## src/hdl/khea_pkg.sv

```systemverilog
// Shared types and constants for the keyed hit energy accumulator.
package khea_pkg;

   localparam int SCINT_W    = 8;
   localparam int PARTICLE_W = 32;
   localparam int TRACK_W    = 24;
   localparam int ENERGY_W   = 32;
   localparam int SUM_W      = 40;
   localparam int COUNT_W    = 7;
   localparam int STATUS_W   = 2;
   localparam int KEY_W      = SCINT_W + PARTICLE_W + TRACK_W;
   localparam int ENTRY_W    = KEY_W + SUM_W;
   localparam int REQ_DATA_W = 96;
   localparam int RSP_DATA_W = 120;

   localparam logic [SUM_W-1:0] SUM_MAX = {SUM_W{1'b1}};

   localparam logic [STATUS_W-1:0] HIT_ADDED   = 2'd0;
   localparam logic [STATUS_W-1:0] HIT_NEW     = 2'd1;
   localparam logic [STATUS_W-1:0] HIT_IGNORED = 2'd2;
   localparam logic [STATUS_W-1:0] HIT_DROPPED = 2'd3;

   localparam logic OP_ACCUM = 1'b0;
   localparam logic OP_DUMP  = 1'b1;

   localparam logic KIND_STATUS = 1'b0;
   localparam logic KIND_ENTRY  = 1'b1;

   typedef enum logic [2:0] {
      EMIT_NONE    = 3'd0,
      EMIT_ADDED   = 3'd1,
      EMIT_NEW     = 3'd2,
      EMIT_IGNORED = 3'd3,
      EMIT_DROPPED = 3'd4,
      EMIT_EMPTY   = 3'd5,
      EMIT_DUMP    = 3'd6
   } emit_type;

   typedef struct packed {
      logic     load;
      logic     match_cap;
      logic     rd_match;
      logic     dump_rd;
      emit_type emit;
   } cmd_type;

   typedef struct packed {
      logic is_dump;
      logic hit_valid;
      logic any_match;
      logic full;
      logic fill_zero;
      logic dump_last;
      logic out_free;
   } status_type;

   typedef struct packed {
      logic                   kind;
      logic [STATUS_W-1:0]    hit_status;
      logic [SCINT_W-1:0]     entry_scint;
      logic [PARTICLE_W-1:0]  entry_particle;
      logic [TRACK_W-1:0]     entry_track;
      logic [SUM_W-1:0]       energy_sum;
      logic [COUNT_W-1:0]     entry_count;
      logic                   table_empty;
      logic                   last;
   } result_type;

endpackage

```

## src/hdl/khea_ctrl.sv

```systemverilog
// Controller state machine: sequences search, update, append and dump.
module khea_ctrl (
   input  logic                  clock,
   input  logic                  reset,
   input  logic                  req_tvalid,
   output logic                  req_tready,
   input  khea_pkg::status_type  status,
   output khea_pkg::cmd_type     cmd
);

   typedef enum logic [9:0] {
      ST_IDLE     = 10'b0000000001,
      ST_CHECK    = 10'b0000000010,
      ST_SEARCH   = 10'b0000000100,
      ST_ADD      = 10'b0000001000,
      ST_NEW      = 10'b0000010000,
      ST_IGNORE   = 10'b0000100000,
      ST_DROP     = 10'b0001000000,
      ST_EMPTY    = 10'b0010000000,
      ST_DUMP_RD  = 10'b0100000000,
      ST_DUMP_OUT = 10'b1000000000
   } state_type;

   state_type state_ff;
   state_type state_in;

   always_ff @(posedge clock) begin
      if (reset) begin
         state_ff <= ST_IDLE;
      end else begin
         state_ff <= state_in;
      end
   end

   assign req_tready = (state_ff == ST_IDLE);

   always_comb begin
      state_in      = state_ff;
      cmd.load      = 1'b0;
      cmd.match_cap = 1'b0;
      cmd.rd_match  = 1'b0;
      cmd.dump_rd   = 1'b0;
      cmd.emit      = khea_pkg::EMIT_NONE;
      case (state_ff)
         ST_IDLE: begin
            if (req_tvalid) begin
               cmd.load = 1'b1;
               state_in = ST_CHECK;
            end
         end
         ST_CHECK: begin
            cmd.match_cap = 1'b1;
            if (status.is_dump) begin
               state_in = status.fill_zero ? ST_EMPTY : ST_DUMP_RD;
            end else if (!status.hit_valid) begin
               state_in = ST_IGNORE;
            end else begin
               state_in = ST_SEARCH;
            end
         end
         ST_SEARCH: begin
            if (status.any_match) begin
               cmd.rd_match = 1'b1;
               state_in     = ST_ADD;
            end else if (status.full) begin
               state_in = ST_DROP;
            end else begin
               state_in = ST_NEW;
            end
         end
         ST_ADD: begin
            if (status.out_free) begin
               cmd.emit = khea_pkg::EMIT_ADDED;
               state_in = ST_IDLE;
            end
         end
         ST_NEW: begin
            if (status.out_free) begin
               cmd.emit = khea_pkg::EMIT_NEW;
               state_in = ST_IDLE;
            end
         end
         ST_IGNORE: begin
            if (status.out_free) begin
               cmd.emit = khea_pkg::EMIT_IGNORED;
               state_in = ST_IDLE;
            end
         end
         ST_DROP: begin
            if (status.out_free) begin
               cmd.emit = khea_pkg::EMIT_DROPPED;
               state_in = ST_IDLE;
            end
         end
         ST_EMPTY: begin
            if (status.out_free) begin
               cmd.emit = khea_pkg::EMIT_EMPTY;
               state_in = ST_IDLE;
            end
         end
         ST_DUMP_RD: begin
            cmd.dump_rd = 1'b1;
            state_in    = ST_DUMP_OUT;
         end
         ST_DUMP_OUT: begin
            if (status.out_free) begin
               cmd.emit = khea_pkg::EMIT_DUMP;
               state_in = status.dump_last ? ST_IDLE : ST_DUMP_RD;
            end
         end
         default: begin
            state_in = ST_IDLE;
         end
      endcase
   end

endmodule

```

## config.mk

```make
export PLATFORM = sky130hd
export DESIGN_NAME = khea_ctrl
export DESIGN_NICKNAME = d
export VERILOG_FILES = /design/src/hdl/khea_pkg.sv /design/src/hdl/khea_ctrl.sv
export SDC_FILE = /design/constraint.sdc
export NUM_CORES = 1
export LEC_CHECK = 0
export ABC_AREA = 1
export BUFFER_PORTS_ARGS = -buffer_cell sky130_fd_sc_hd__clkbuf_2
export CORE_UTILIZATION = 52
export DETAILED_ROUTE_END_ITERATION = 8
export PLACE_DENSITY_LB_ADDON = 0.15
export SLEW_MARGIN = 20
export SYNTH_ARGS = -nofsm -noshare
export SYNTH_HDL_FRONTEND = slang
export SYNTH_SLANG_ARGS = --single-unit
```

## constraint.sdc

```tcl
create_clock -name clock -period 3.8 [get_ports clock]
set_clock_uncertainty 0.2 [all_clocks]
set_input_delay 0.19 -clock clock [delete_from_list [all_inputs] [get_ports clock]]
set_output_delay 0.19 -clock clock [all_outputs]
set_load 0.05 [all_outputs]
```

# ---- Word level (Yosys, flattened, before mapping)
# Cells that the tools add are included.
dict set report classes {
  shifts 0
  add_sub_neg 0
  bitwise_logic 0
  magnitude_cmp 0
  div 0
  n_eq_ne 13
  mul 0
  muxes 23
  reduce_logical 2
}
# operator n
set op_table {}
lappend op_table {{$pmux W10 S6} 1}
lappend op_table {{$mux W10} 5}
lappend op_table {{$mux W9} 2}
lappend op_table {{$pmux W3 S6} 1}
lappend op_table {{$eq A10 B1 Y1 const B} 1}
lappend op_table {{$eq A10 B10 Y1 const B} 1}
lappend op_table {{$eq A10 B2 Y1 const B} 1}
lappend op_table {{$eq A10 B3 Y1 const B} 1}
lappend op_table {{$eq A10 B4 Y1 const B} 1}
lappend op_table {{$eq A10 B5 Y1 const B} 1}
lappend op_table {{$eq A10 B6 Y1 const B} 1}
lappend op_table {{$eq A10 B7 Y1 const B} 1}
lappend op_table {{$eq A10 B8 Y1 const B} 1}
lappend op_table {{$eq A10 B9 Y1 const B} 1}
lappend op_table {{$mux W3} 3}
lappend op_table {{$mux W1} 7}
lappend op_table {{$mux W7} 1}
lappend op_table {{$mux W6} 1}
lappend op_table {{$reduce_or A5 Y1} 1}
lappend op_table {{$mux W2} 2}
lappend op_table {{$ne A2 B2 Y1 const B} 2}
lappend op_table {{$reduce_and A3 Y1} 1}
lappend op_table {{$ne A2 B1 Y1 const B} 1}
dict set report totals {
  n_memories 0
  reg_bits 10
  romBits 0
  in_bits 10
  ram_bits 0
  out_inout_bits 8
  latchBits 0
  elab_cells 39
}

# ---- Logic depth before layout (Yosys ltp)
# Gate-level depths: netlist of the first run.
dict set report depth {
  ltp_word 4
  depth_mapped 11
  ltp_nobuf 11
}

# ---- Worst setup path before layout of the first run
# Ideal clock, no wire load.
dict set report synth_timing {
  kind {register to register}
  from {register state_ff[4]}
  to {register state_ff[9]}
  synth_period_minus_slack_ns 2.671
  arrival_time_ns 2.402
  slack_ns 1.129
  n_path_buf 0
  path_stages_with_launch 6
  setup_ns 0.068
  t_required_ns 3.532
  cell_sequence {dfxtp_1 > nor2_2 > nand2_4 > nor4_1 > nor2_1 > nor2_1}
}
dict set report synth_via {
  elab_chain_len 4
  word_cells_on_any_way 16
  cone_classes {eq/ne (13); mux (1); reduce/logical (2)}
}
# element line_no
set synth_rtl {}
lappend synth_rtl {{start, declared} khea_ctrl.sv:24} ;# state_type state_ff;
lappend synth_rtl {{start signal, assigned} khea_ctrl.sv:31} ;# state_ff <= state_in;
lappend synth_rtl {{$eq A10 B8 Y1, or another cell as far along} khea_ctrl.sv:44} ;# case (state_ff)
lappend synth_rtl {{$reduce_or A5 Y1 (no source line)} --}
lappend synth_rtl {{$ne A2 B1 Y1 (no source line)} --}
lappend synth_rtl {{$reduce_and A3 Y1 (no source line)} --}
# Parallel ways exist; a longest one is shown, timed or not.
# A chain may end at the register's enable or synchronous reset.

==> impl_results.md, run 1 <==
* Post-Syn Area at 727 µm²
* HP Class: in2reg
* Core area at 1300 µm²
* Largest net degree at the start of global routing at 10
* Via count at 777
* Total gr overflow at 0
* CTS Root Cell: clkbuf_4
* P&R area growth vs syn at 17.7%
* Startpoint class of the critical path: flip-flop
* Sequential cell area fraction in the yosys report at 27.5%
* GRT Overall Usage at 25.2%
* Worst setup EP type: output pin
* Max Cap Violations at 0
* Final ANT Viol Nets at 0
* Die Y at 39.4 µm
* Peak supply drop at 0.830 mV
* Max FFs per register at 10
* Clock buffer depth at 2
* Net Count, Synth at roughly 130
* Drt via density at 5.08
* Antenna violations before repair at 0
* CP max FO at 5
* Max-slew violations at 0
* Slew @ Worst Pin at ~360 ps
* Per-cell routed wire length at about 11 µm
* Post-CTS Setup Inserts at 0
* Number of global-route vias before repair at 601
* Yosys top cell by area: dfxtp_1
* RSZ-0062 raised after global routing: false
* Layout cells sized above 1 at 26.1%
* Avg Inst Size Synth at 6.16 µm²
* Register name with the most flops: state_ff
* Sequential power share at 21.8%
* H-tree Lvls at 1
* Async set-reset flop share out of synthesis at 0%
* Starting density of the core at 55.9%
* CTS sink cnt at 10
* Fmax at 0.437 GHz
* Antenna diode count at 0
* Global-route wire length before repair at approximately 2.6 mm
* Drt first pass iters at 4
* Most instantiated cells after synthesis: 22 x nand2_1, 22 x nor2_1, 16 x inv_1, 10 x dfxtp_1, 10 x nand3_1
* Number of setup violations in the final report at 0
* Clock share of power at 8.8%
* Die footprint at 1550 µm²
* Top cell type's share of synthesized area at between 20% and 30%
* Max transition margin at 76.0%
* Power Density at 981 nW/µm²
* Sum Neg Setup Slack at 0 ps
* Die W at 39.4 µm
* Total power at 839 µW
* Detailed Place HPWL at 1.26 mm
* WS Path Type: reg2out
* P_int at between 300 and 400 µW
* TritonCTS buffer count at 3
* Num rows at 13
* Req. time, crit path at 3410 ps
* Final min period at 2290 ps
* Final Routed Wirelength at 1.63 mm
* 1st-iter DRT viols at 35
* Post-layout nets at 150
* Final hold viol count at 0
* Count of cell types in the netlist at 21
* Reg clk slew, reported paths at 60 ps
* Largest regs: state_ff x10
* IO Port Bufs at 17
* Synthesized flop and latch total at 10
* Final period util at 60.2%
* Status: complete, no violations
* # IOs at 18
* TritonCTS clock tree: yes
* DRC at 0
* Combinational share of power at a little over two thirds
* Synth Flop Type: dfxtp_1
* Net Sw Frac at 57.3%
* Synth area leaders: dfxtp_1 28%, nand2_1 11%, nor2_1 11%
* Pleak at 0.000454 µW
* Skew-Pair Late Insertion Delay at 270 ps
* GPL Wtd Cong at 0.811
* Number of synthesized flops with an enable pin at 0
* Post-Synthesis Cells at 118
* Arrival time at the worst endpoint at 1900 ps
* Synth warn at 0
* Sw power at 481 µW
[metal layers]
metal | GRT usage (%) | part of all wire (%)
met5 | 0 | 0
met4 | 10.3 | 1.3
met3 | 6.82 | 6.9
met2 | 38.3 | 41
met1 | 33.0 | 50
[through the flow]
step	instance area (µm²)	std cells	worst slack (ps)	hold slack, ps	util [%]
floorplan	727	118	1130	66.8	-
detailed placement	823	149	1810	193	63.3
finish	856	153	1510	13.1	65.8
global placement	823	149	1870	185	63.3
global route	856	153	1340	41.8	65.8
CTS	856	153	1520	12.1	65.8
[cells in the final DEF, fill, tap and decap left out, drive strengths merged]
cell type | synthesis | layout
a21oi | 7 | 7
a31oi | 1 | 1
and2 | 1 | 1
clkbuf | 0 | 20
dfxtp | 10 | 10
dlygate4sd3 | 0 | 1
inv | 17 | 17
nand2 | 31 | 31
nand3 | 10 | 10
nand3b | 2 | 2
nand4 | 2 | 2
nor2 | 27 | 27
nor3 | 3 | 3
nor4 | 1 | 1
o21ai | 3 | 3
o22ai | 1 | 1
xor2 | 1 | 1
[critical path: stages, from the launching register on]
cell and delay, ps:
dfxtp_1 320, nor2_1 210, nand2_2 140, nor2_1 160, nand2_1 110, nand2_2 100, o21ai_0 120, a31oi_1 160
clkbuf_2 300
[path summary, 6_finish.rpt]
check             cells past startpoint  slack, ps          end   startpoint
setup / recovery                      8       1510       cmd[0]  state_ff[2]
hold / removal                        3         10  state_ff[1]   req_tvalid
setup reg to reg                     10       2090  state_ff[8]  state_ff[2]
hold reg to reg                       2        350  state_ff[6]  state_ff[6]
[power by group through the flow]
stage          Sequential, µW  Combinational, µW  Clock [µW]
2_1_floorplan             177                488           0
3_3_place_gp              184                577           0
3_5_place_dp              184                580           0
4_1_cts                   182                582        74.0
5_1_grt                   188                645        81.9
6_report                  183                582        73.8
[cell type report]
type	count	area, µm²
fillers	133	445
clock buffers	3	22.5
inverters	17	63.8
repair buffers	18	95.1
flip-flops and latches	10	200
well taps	15	18.8
multi-input cells	90	455
[kinds of logic (layout without fill, tap and decap cells)]
group / count (synthesis) / after routing / share of synthesized area, %
AOI/OAI and AO/OA: 12 / 12 / 10.2
xor gates and xnor gates: 1 / 1 / 1.21
buffers and inverters: 18 / 38 / 9.81
DFF: 10 / 10 / 27.5
and+or+nand+nor: 77 / 77 / 51.3
[timing repair]
| action | in CTS | in global routing |
|---|---|---|
| gates resized for setup | 0 | 0 |
| hold endpoints to repair | 2 | 0 |
| hold buffers | 1 | 0 |
Note: power is estimated with default switching activity, not from simulation.
==> run 2: changes to the inputs <==
--- a/config.mk
+++ b/config.mk
@@ -5,9 +5,9 @@
 export SDC_FILE = /design/constraint.sdc
 export NUM_CORES = 1
 export LEC_CHECK = 0
-export ABC_AREA = 1
+export ABC_AREA = 0
 export BUFFER_PORTS_ARGS = -buffer_cell sky130_fd_sc_hd__clkbuf_2
-export CORE_UTILIZATION = 52
+export CORE_UTILIZATION = 50
 export DETAILED_ROUTE_END_ITERATION = 8
 export PLACE_DENSITY_LB_ADDON = 0.15
 export SLEW_MARGIN = 20
==> constraint.sdc (replaced) <==
create_clock -name clock -period 2.2 [get_ports clock]
set_clock_uncertainty 0.2 [all_clocks]
set_input_delay 0.11 -clock clock [delete_from_list [all_inputs] [get_ports clock]]
set_output_delay 0.11 -clock clock [all_outputs]
set_load 0.05 [all_outputs]
==> run 2 against run 1 <==
  * Register-to-register slack got worse by 1900 ps
  * Utilization is 2.3 points higher
  * Flip-flop and latch count stayed put
  * Largest cell class unchanged
==> impl_results.md, run 2 <==
* Starting density of the core at between 50% and 60%
* Synth area leaders: dfxtp_1 28%, o21ai_0 5.0%, nor2_1 4.3%
* Num rows at 13
* Antenna diode count at 0
* Req. time, crit path at 1890 ps
* Peak supply drop at 0.383 mV
* Arrival time at the worst endpoint at about 1800 ps
* TritonCTS clock tree: yes
* Power Density at 460 nW/µm²
* Avg Inst Size Synth at 8.47 µm²
* Post-layout nets at 117
* P&R area growth vs syn at 26.0%
* Area used by multi-input combinational logic at 474 µm²
* Final ANT Viol Nets at 0
* Most instantiated cells after synthesis: 10 x dfxtp_1, 8 x nor2_1, 7 x o21ai_0, 5 x a21oi_1, 4 x nor2b_1
* Detailed Place HPWL at 1.23 mm
* Sw power at roughly 120 µW
* Register name with the most flops: state_ff
* 1st-iter DRT viols at 14
* Slowest CP cell: dfxtp_1
* Post-Synthesis Cells at 83
* Total power at 408 µW
* HP Class: in2reg
* Drt via density at between 5 and 6
* Fmax at 0.476 GHz
* Worst hold stages at 3
* Status: complete, no violations
* Sum Neg Setup Slack at 0 ps
* Pleak at 0.000361 µW
* Die W at 39.5 µm
* Antenna violations before repair at 0
* Via count at 694
* Net Count, Synth at 93
* Core area at ~1300 µm²
* CP max FO at 8
* Reg clk slew, reported paths at approximately 60 ps
* Net Sw Frac at 29.9%
* Final period util at 95.5%
* Die footprint at roughly 1600 µm²
* Number of setup violations in the final report at 0
* Number of global-route vias before repair at 644
* Cell Chain, Critical Path: nor3_4 -> nand3_2 -> and4bb_2 -> and2_1 -> clkbuf_4
* Final min period at between 2000 and 2500 ps
* Combinational share of power at 22.9%
* Skew-Pair Late Insertion Delay at between 200 and 300 ps
* Most frequent cells in the layout: 16 x clkbuf_2, 10 x dfxtp_1, 8 x nor2_1
* TritonCTS buffer count at 3
* CP Buf/Inv Count at 1
* Synth Flop Type: dfxtp_1
* Largest net degree at the start of global routing at 10
* P_int at 286 µW
* Largest regs: state_ff x10
* Global-route wire length before repair at roughly 2.6 mm
* Top-count cell post-synth: dfxtp_1
* Max stage delay on crit path at 410 ps
* Post-Syn Area at 703 µm²
* H-tree Lvls at 1
* Per-cell routed wire length at 13.7 µm
* Number of synthesized flops with an enable pin at 0
* Total gr overflow at 0
* Worst R2R Start: state_ff[3]
* Clock share of power at a little under a third
* Final core utilization at 68.1%
* Final Routed Wirelength at 1.65 mm
* Hold slack at approximately 10 ps
* Max transition margin at around three quarters
* Yosys top cell by area: dfxtp_1
* Worst slack at placement at 203 ps
* Fin worst setup slack at 99.8 ps
* R2r setup slk at 230 ps
* RSZ-0062 raised after global routing: false
* Async set-reset flop share out of synthesis at 0%
* R2r endpoint: state_ff[8]
* Critical Path End: cmd[4]
* IO Port Bufs at 17
* WP depth at 5
* Clock buffer depth at 2
* GPL Wtd Cong at 0.816
* Most common cell after layout, fill and taps aside: clkbuf_2
* Max Cap Violations at 0
* Worst setup EP type: output pin
* Reg2reg path depth at 5
* CTS sink cnt at 10
* WS Path Type: reg2out
* Sequential power share at a little under half
* GRT Overall Usage at 24.8%
* Die Y at just under 40 µm
* Max FFs per register at 10
* DRC at 0
* Synth warn at 0
* Final hold viol count at 0
* Slew @ Worst Pin at 349 ps
* Sequential cell area fraction in the yosys report at 28.5%
* Startpoint class of the critical path: flip-flop
* Drt first pass iters at 4
* Top cell type's share of synthesized area at 28.5%
* Register Area at 200 µm²
* Layout cells sized above 1 at 31.4%
* Synthesized flop and latch total at 10
* Max-slew violations at 0
* Delay-heaviest family, CP: simple AND/OR/NAND/NOR gates
* Count of cell types in the netlist at 38
* # IOs at 18
* CTS Root Cell: clkbuf_4
* Filler cell count at 128
* CP Launch Point: state_ff[3]
-- run 2: changes by cell type after synthesis, moves of 4 or more --
cell / previous run / this run
nand2_1: 22 / 3
inv_1: 16 / 2
nor2_1: 22 / 8
nand3_1: 10 / 2
nand2_2: 6 / 0
nor2_2: 5 / 0
o21ai_0: 2 / 7
nor2b_1: 0 / 4
-- run 2: worst min path at each step --
stage / to / slack (ps) / start
2_1_floorplan: state_ff[6] / 50 / status[3]
3_5_place_dp: state_ff[7] / 170 / status[2]
3_3_place_gp: state_ff[6] / 160 / status[3]
5_1_grt: state_ff[8] / 40 / status[1]
6_report: state_ff[1] / 10 / req_tvalid
4_1_cts: state_ff[1] / 20 / req_tvalid
-- run 2: kinds of logic after synthesis --
| logic type | share of synthesized area [%] |
|---|---|
| AND/OR/NAND/NOR | 36.3 |
| XOR/XNOR | 4.98 |
| AO/OA/AOI/OAI | 24.2 |
| flip-flops | 28.5 |
| buffers and inverters | 6.05 |
-- run 2: worst reg2reg max path, delay by kind of cell (launching register included) --
| family | cells | cell delay, ps |
|---|---|---|
| compound gates | 1 | 350 |
| simple gates | 4 | 930 |
| flops | 1 | 410 |
-- run 2: layer usage --
metal | global-route usage (%) | vias to the layer above | part of all wire, %
met5 | 0 | - | 0
met4 | 12.1 | 0 | 0.36
met3 | 1.70 | 2 | 4.7
met2 | 47.1 | 23 | 53
met1 | 26.8 | 320 | 42
li1 | - | 349 | -
-- run 2: area by class of cell --
type / count / area share (%)
multi-input combinational: 65 / 53.5
sequential: 10 / 22.6
timing repair buffer: 25 / 18.4
clock buffer: 3 / 2.54
tap: 15 / 2.12
inverter: 2 / 0.847
-- run 2: what timing repair did --
item                       in CTS  in global routing
gates resized for setup         1                  1
hold endpoints to repair        9                  0
buffers inserted                0                  0
setup endpoints to repair       1                  2
hold buffers                    6                  0
pin swaps                       0                  0
-- run 2: per-stage QoR --
| step | cell area, µm² | cells |
|---|---|---|
| floorplan | 711 | 83 |
| global placement | 795 | 111 |
| detailed placement | 795 | 111 |
| CTS | 880 | 120 |
| global route | 886 | 120 |
| finish | 886 | 120 |
-- run 2: power by group through the flow --
| stage | sequential [µW] | combinational (µW) | clock, µW |
|---|---|---|---|
| final | 191 | 93.6 | 123 |
| after global routing | 192 | 102 | 129 |
| after CTS | 191 | 93.6 | 125 |
| after detailed placement | 195 | 85.1 | 0 |
| after global placement | 195 | 83.4 | 0 |
| after floorplan | 194 | 59.7 | 0 |
==> run 3: changes to the inputs <==
--- a/config.mk
+++ b/config.mk
@@ -9,7 +9,7 @@
 export BUFFER_PORTS_ARGS = -buffer_cell sky130_fd_sc_hd__clkbuf_2
 export CORE_UTILIZATION = 50
 export DETAILED_ROUTE_END_ITERATION = 8
-export PLACE_DENSITY_LB_ADDON = 0.15
+export PLACE_DENSITY_LB_ADDON = 0.3
 export SLEW_MARGIN = 20
 export SYNTH_ARGS = -nofsm -noshare
 export SYNTH_HDL_FRONTEND = slang
==> constraint.sdc (replaced) <==
create_clock -name clock -period 2.2 [get_ports clock]
set_clock_uncertainty 0.2 [all_clocks]
set_input_delay 0.66 -clock clock [delete_from_list [all_inputs] [get_ports clock]]
set_output_delay 0.66 -clock clock [all_outputs]
set_load 0.05 [all_outputs]
==> run 3 against run 2 <==
  * The run now fails in global routing (5_1_grt)
  * Area after synthesis stayed put
  * Synthesized cell count is the same
==> impl_results.md, run 3 <==
* Top-count cell post-synth: dfxtp_1
* Synth warn at 0
* Worst setup endpoint GRT: cmd[1]
* H-tree Lvls at 1
* Net Count, Synth at 93
* Status: aborted with a tool error
* Avg Inst Size Synth at 8.47 µm²
* Synthesized flop and latch total at 10
* Detailed Place HPWL at 1.58 mm
* Antenna violations before repair at 0
* Most instantiated cells after synthesis: 10 x dfxtp_1, 8 x nor2_1, 7 x o21ai_0, 5 x a21oi_1, 4 x nor2b_1
* Clock buffer depth at 2
* # IOs at 18
* Classification of the worst endpoint: output port
* Number of synthesized flops with an enable pin at 0
* GPL Wtd Cong at 0.884
* Synth area leaders: dfxtp_1 28%, o21ai_0 5.0%, nor2_1 4.3%
* Count of cell types in the netlist at 38
* Sequential cell area fraction in the yosys report at 28.5%
* TritonCTS buffer count at 3
* IO Port Bufs at 17
* Die W at 39.5 µm
* Num rows at 13
* Top cell type's share of synthesized area at between 20% and 30%
* Yosys top cell by area: dfxtp_1
* Synth Flop Type: dfxtp_1
* Exit stage: global routing (5_1_grt)
* Hold Buf Count CTS at 0
* Largest net degree at the start of global routing at 10
* Starting density of the core at a little over half
* CTS sink cnt at 10
* Worst slack at placement at -111 ps
* Post-Syn Area at 703 µm²
* CTS Root Cell: clkbuf_4
* Post-Synthesis Cells at between 80 and 90
* Stop Error: [ERROR DPL-0033] detailed placement checks failed during check placement.
* Async set-reset flop share out of synthesis at 0%
* Die Y at 39.5 µm
## run 3: cell counts after synthesis
Identical to the previous run, type by type.
## run 3: kinds of logic after synthesis
logic type | count (synthesis) | synth area share (%)
xor+xnor | 4 | 4.98
compound gates | 23 | 24.2
buf+inv | 8 | 6.05
simple gates | 38 | 36.3
flops | 10 | 28.5
## run 3: timing repair
item                                    4_1_cts
setup buffers                                 5
pin swaps                                    10
hold endpoints to repair                      0
resized for setup                            37
endpoints found under the setup margin        8
gates cloned                                  0
## run 3: stage by stage
stage	util [%]	std cells	area (µm²)	hold slack (ps)
CTS	93.1	137	1210	413
detailed placement	73.7	128	958	438
global placement	73.7	128	958	381
floorplan	-	83	754	363
==> run 4: changes to the inputs <==
--- a/config.mk
+++ b/config.mk
@@ -7,9 +7,10 @@
 export LEC_CHECK = 0
 export ABC_AREA = 0
 export BUFFER_PORTS_ARGS = -buffer_cell sky130_fd_sc_hd__clkbuf_2
-export CORE_UTILIZATION = 50
+export CORE_AREA = 2 2 63 65
 export DETAILED_ROUTE_END_ITERATION = 8
-export PLACE_DENSITY_LB_ADDON = 0.3
+export DIE_AREA = 0 0 65 67
+export PLACE_DENSITY_LB_ADDON = 0.15
 export SLEW_MARGIN = 20
 export SYNTH_ARGS = -nofsm -noshare
 export SYNTH_HDL_FRONTEND = slang
==> run 4 against run 3 <==
  * The flow now finishes, with violations (negative setup slack)
==> impl_results.md, run 4 (synthesis results as in run 2) <==
* Reg2reg path depth at 6
* GRT Overall Usage at 10.4%
* Antenna violations before repair at 0
* Status: complete, but fails checks
* Detailed Place HPWL at 1.63 mm
* Filler cell count at about 400
* Layout cells sized above 1 at 56.1%
* Per-cell routed wire length at roughly 12 µm
* Post-layout nets at 134
* Largest regs: state_ff x10
* Most frequent cells in the layout: 25 x buf_4, 9 x clkbuf_2, 7 x o21ai_0
* Num rows at 22
* Highest Signal Layer: met4
* Power Density at ~450 nW/µm²
* Arrival time at the worst endpoint at between 1500 and 2000 ps
* Drt via density at 4.35
* Pleak at 0.000507 µW
* DRC at 0
* Startpoint class of the critical path: flip-flop
* Worst hold stages at 2
* Max FFs per register at 10
* CTS sink cnt at 10
* Total power at 544 µW
* Worst R2R Start: state_ff[2]
* Max Cap Violations at 0
* Met3 wire length at 63 µm
* Total gr overflow at 0
* 1st-iter DRT viols at 31
* Placed Instance Area at around 1000 µm²
* WS Path Type: reg2out
* Fin worst setup slack at -186 ps
* TritonCTS clock tree: yes
* Slew @ Worst Pin at 337 ps
* Die Y at about 67 µm
* Core area at 3610 µm²
* WL met2 at 998 µm
* H-tree Lvls at 1
* Area used by multi-input combinational logic at 522 µm²
* Reg clk slew, reported paths at about 50 ps
* Via count at ~740
* Sum Neg Setup Slack at -1160 ps
* Die footprint at 4360 µm²
* Final min period at 2390 ps
* Register Area at 211 µm²
* Most common cell after layout, fill and taps aside: buf_4
* R2r setup slk at 170 ps
* Final hold viol count at 0
* Hold EP: state_ff[5]
* CP max FO at 3
* R2r endpoint: state_ff[8]
* Global-route wire length before repair at 3.34 mm
* Final Routed Wirelength at 2.03 mm
* Skew-Pair Late Insertion Delay at 240 ps
* Die W at 65 µm
* Largest net degree at the start of global routing at 10
* # IOs at 18
* Worst setup EP type: output pin
* Final ANT Viol Nets at 0
* TritonCTS buffer count at 3
* Met1 WL at 922 µm
* GPL Wtd Cong at 0.779
* Violated checks: negative setup slack
* Max-slew violations at 0
* Drt first pass iters at 3
* Min-delay src: state_ff[5]
* HP Class: reg2reg
* P&R area growth vs syn at 73.3%
* CTS Root Cell: clkbuf_8
* Number of setup violations in the final report at 8
* Clock buffer depth at 2
* IO Port Bufs at 17
* Peak supply drop at 0.190 mV
* Starting density of the core at 19.5%
* Number of global-route vias before repair at approximately 740
* Fmax at 0.419 GHz
* Antenna diode count at 0
* Register name with the most flops: state_ff
* Max transition margin at approximately 77%
* Final period util at 108%
* RSZ-0062 raised after global routing: true
* Req. time, crit path at 1340 ps
* Final Cell Area at ~1200 µm²
-- run 4: area by class of cell --
cell class / count / area share [%]
multi-input cells: 65 / 42.8
clock buffers: 4 / 4.52
repair buffers: 42 / 29.8
inverters: 2 / 0.616
well taps: 48 / 4.93
flip-flops and latches: 10 / 17.4
-- run 4: worst max-delay path, cell delays in order (launching register included) --
cell and delay, ps:
dfxtp_4 350, nor4_4 340, o2111ai_2 200, nor4_4 220, buf_12 180
-- run 4: repair_timing --
item,CTS,global route
gates resized for setup,19,4
hold buffers,0,0
pin swaps,10,2
endpoints found under the setup margin,8,8
buffers inserted,5,1
-- run 4: worst max-delay path by stage --
stage                startpoint     end  slack (ps)  cells after the start
floorplan           state_ff[8]  cmd[1]        -150                      3
global route        state_ff[2]  cmd[1]        -270                      4
detailed placement    status[0]  cmd[1]         -70                      4
global placement      status[0]  cmd[1]         -40                      4
finish              state_ff[2]  cmd[1]        -190                      4
CTS                 state_ff[2]  cmd[1]        -230                      4
-- run 4: stage by stage --
step	setup slack, ps	hold slack, ps	std cells	utilization (%)
2_1_floorplan	-152	363	83	-
3_3_place_gp	-38.2	381	161	29.0
3_5_place_dp	-69.6	386	161	29.0
4_1_cts	-226	356	170	33.4
5_1_grt	-271	401	171	33.8
6_report	-186	350	171	33.8
-- run 4: per-layer routing --
metal	vias to the layer above	GRT usage, %
li1	386	-
met1	340	12.0
met2	14	17.7
met3	4	1.86
met4	0	6.38
met5	-	0
-- run 4: power breakdown --
group	internal, µW	switching (µW)	total (µW)
logic	58.7	63.1	122
clock network	157	73.4	231
registers	184	7.34	191
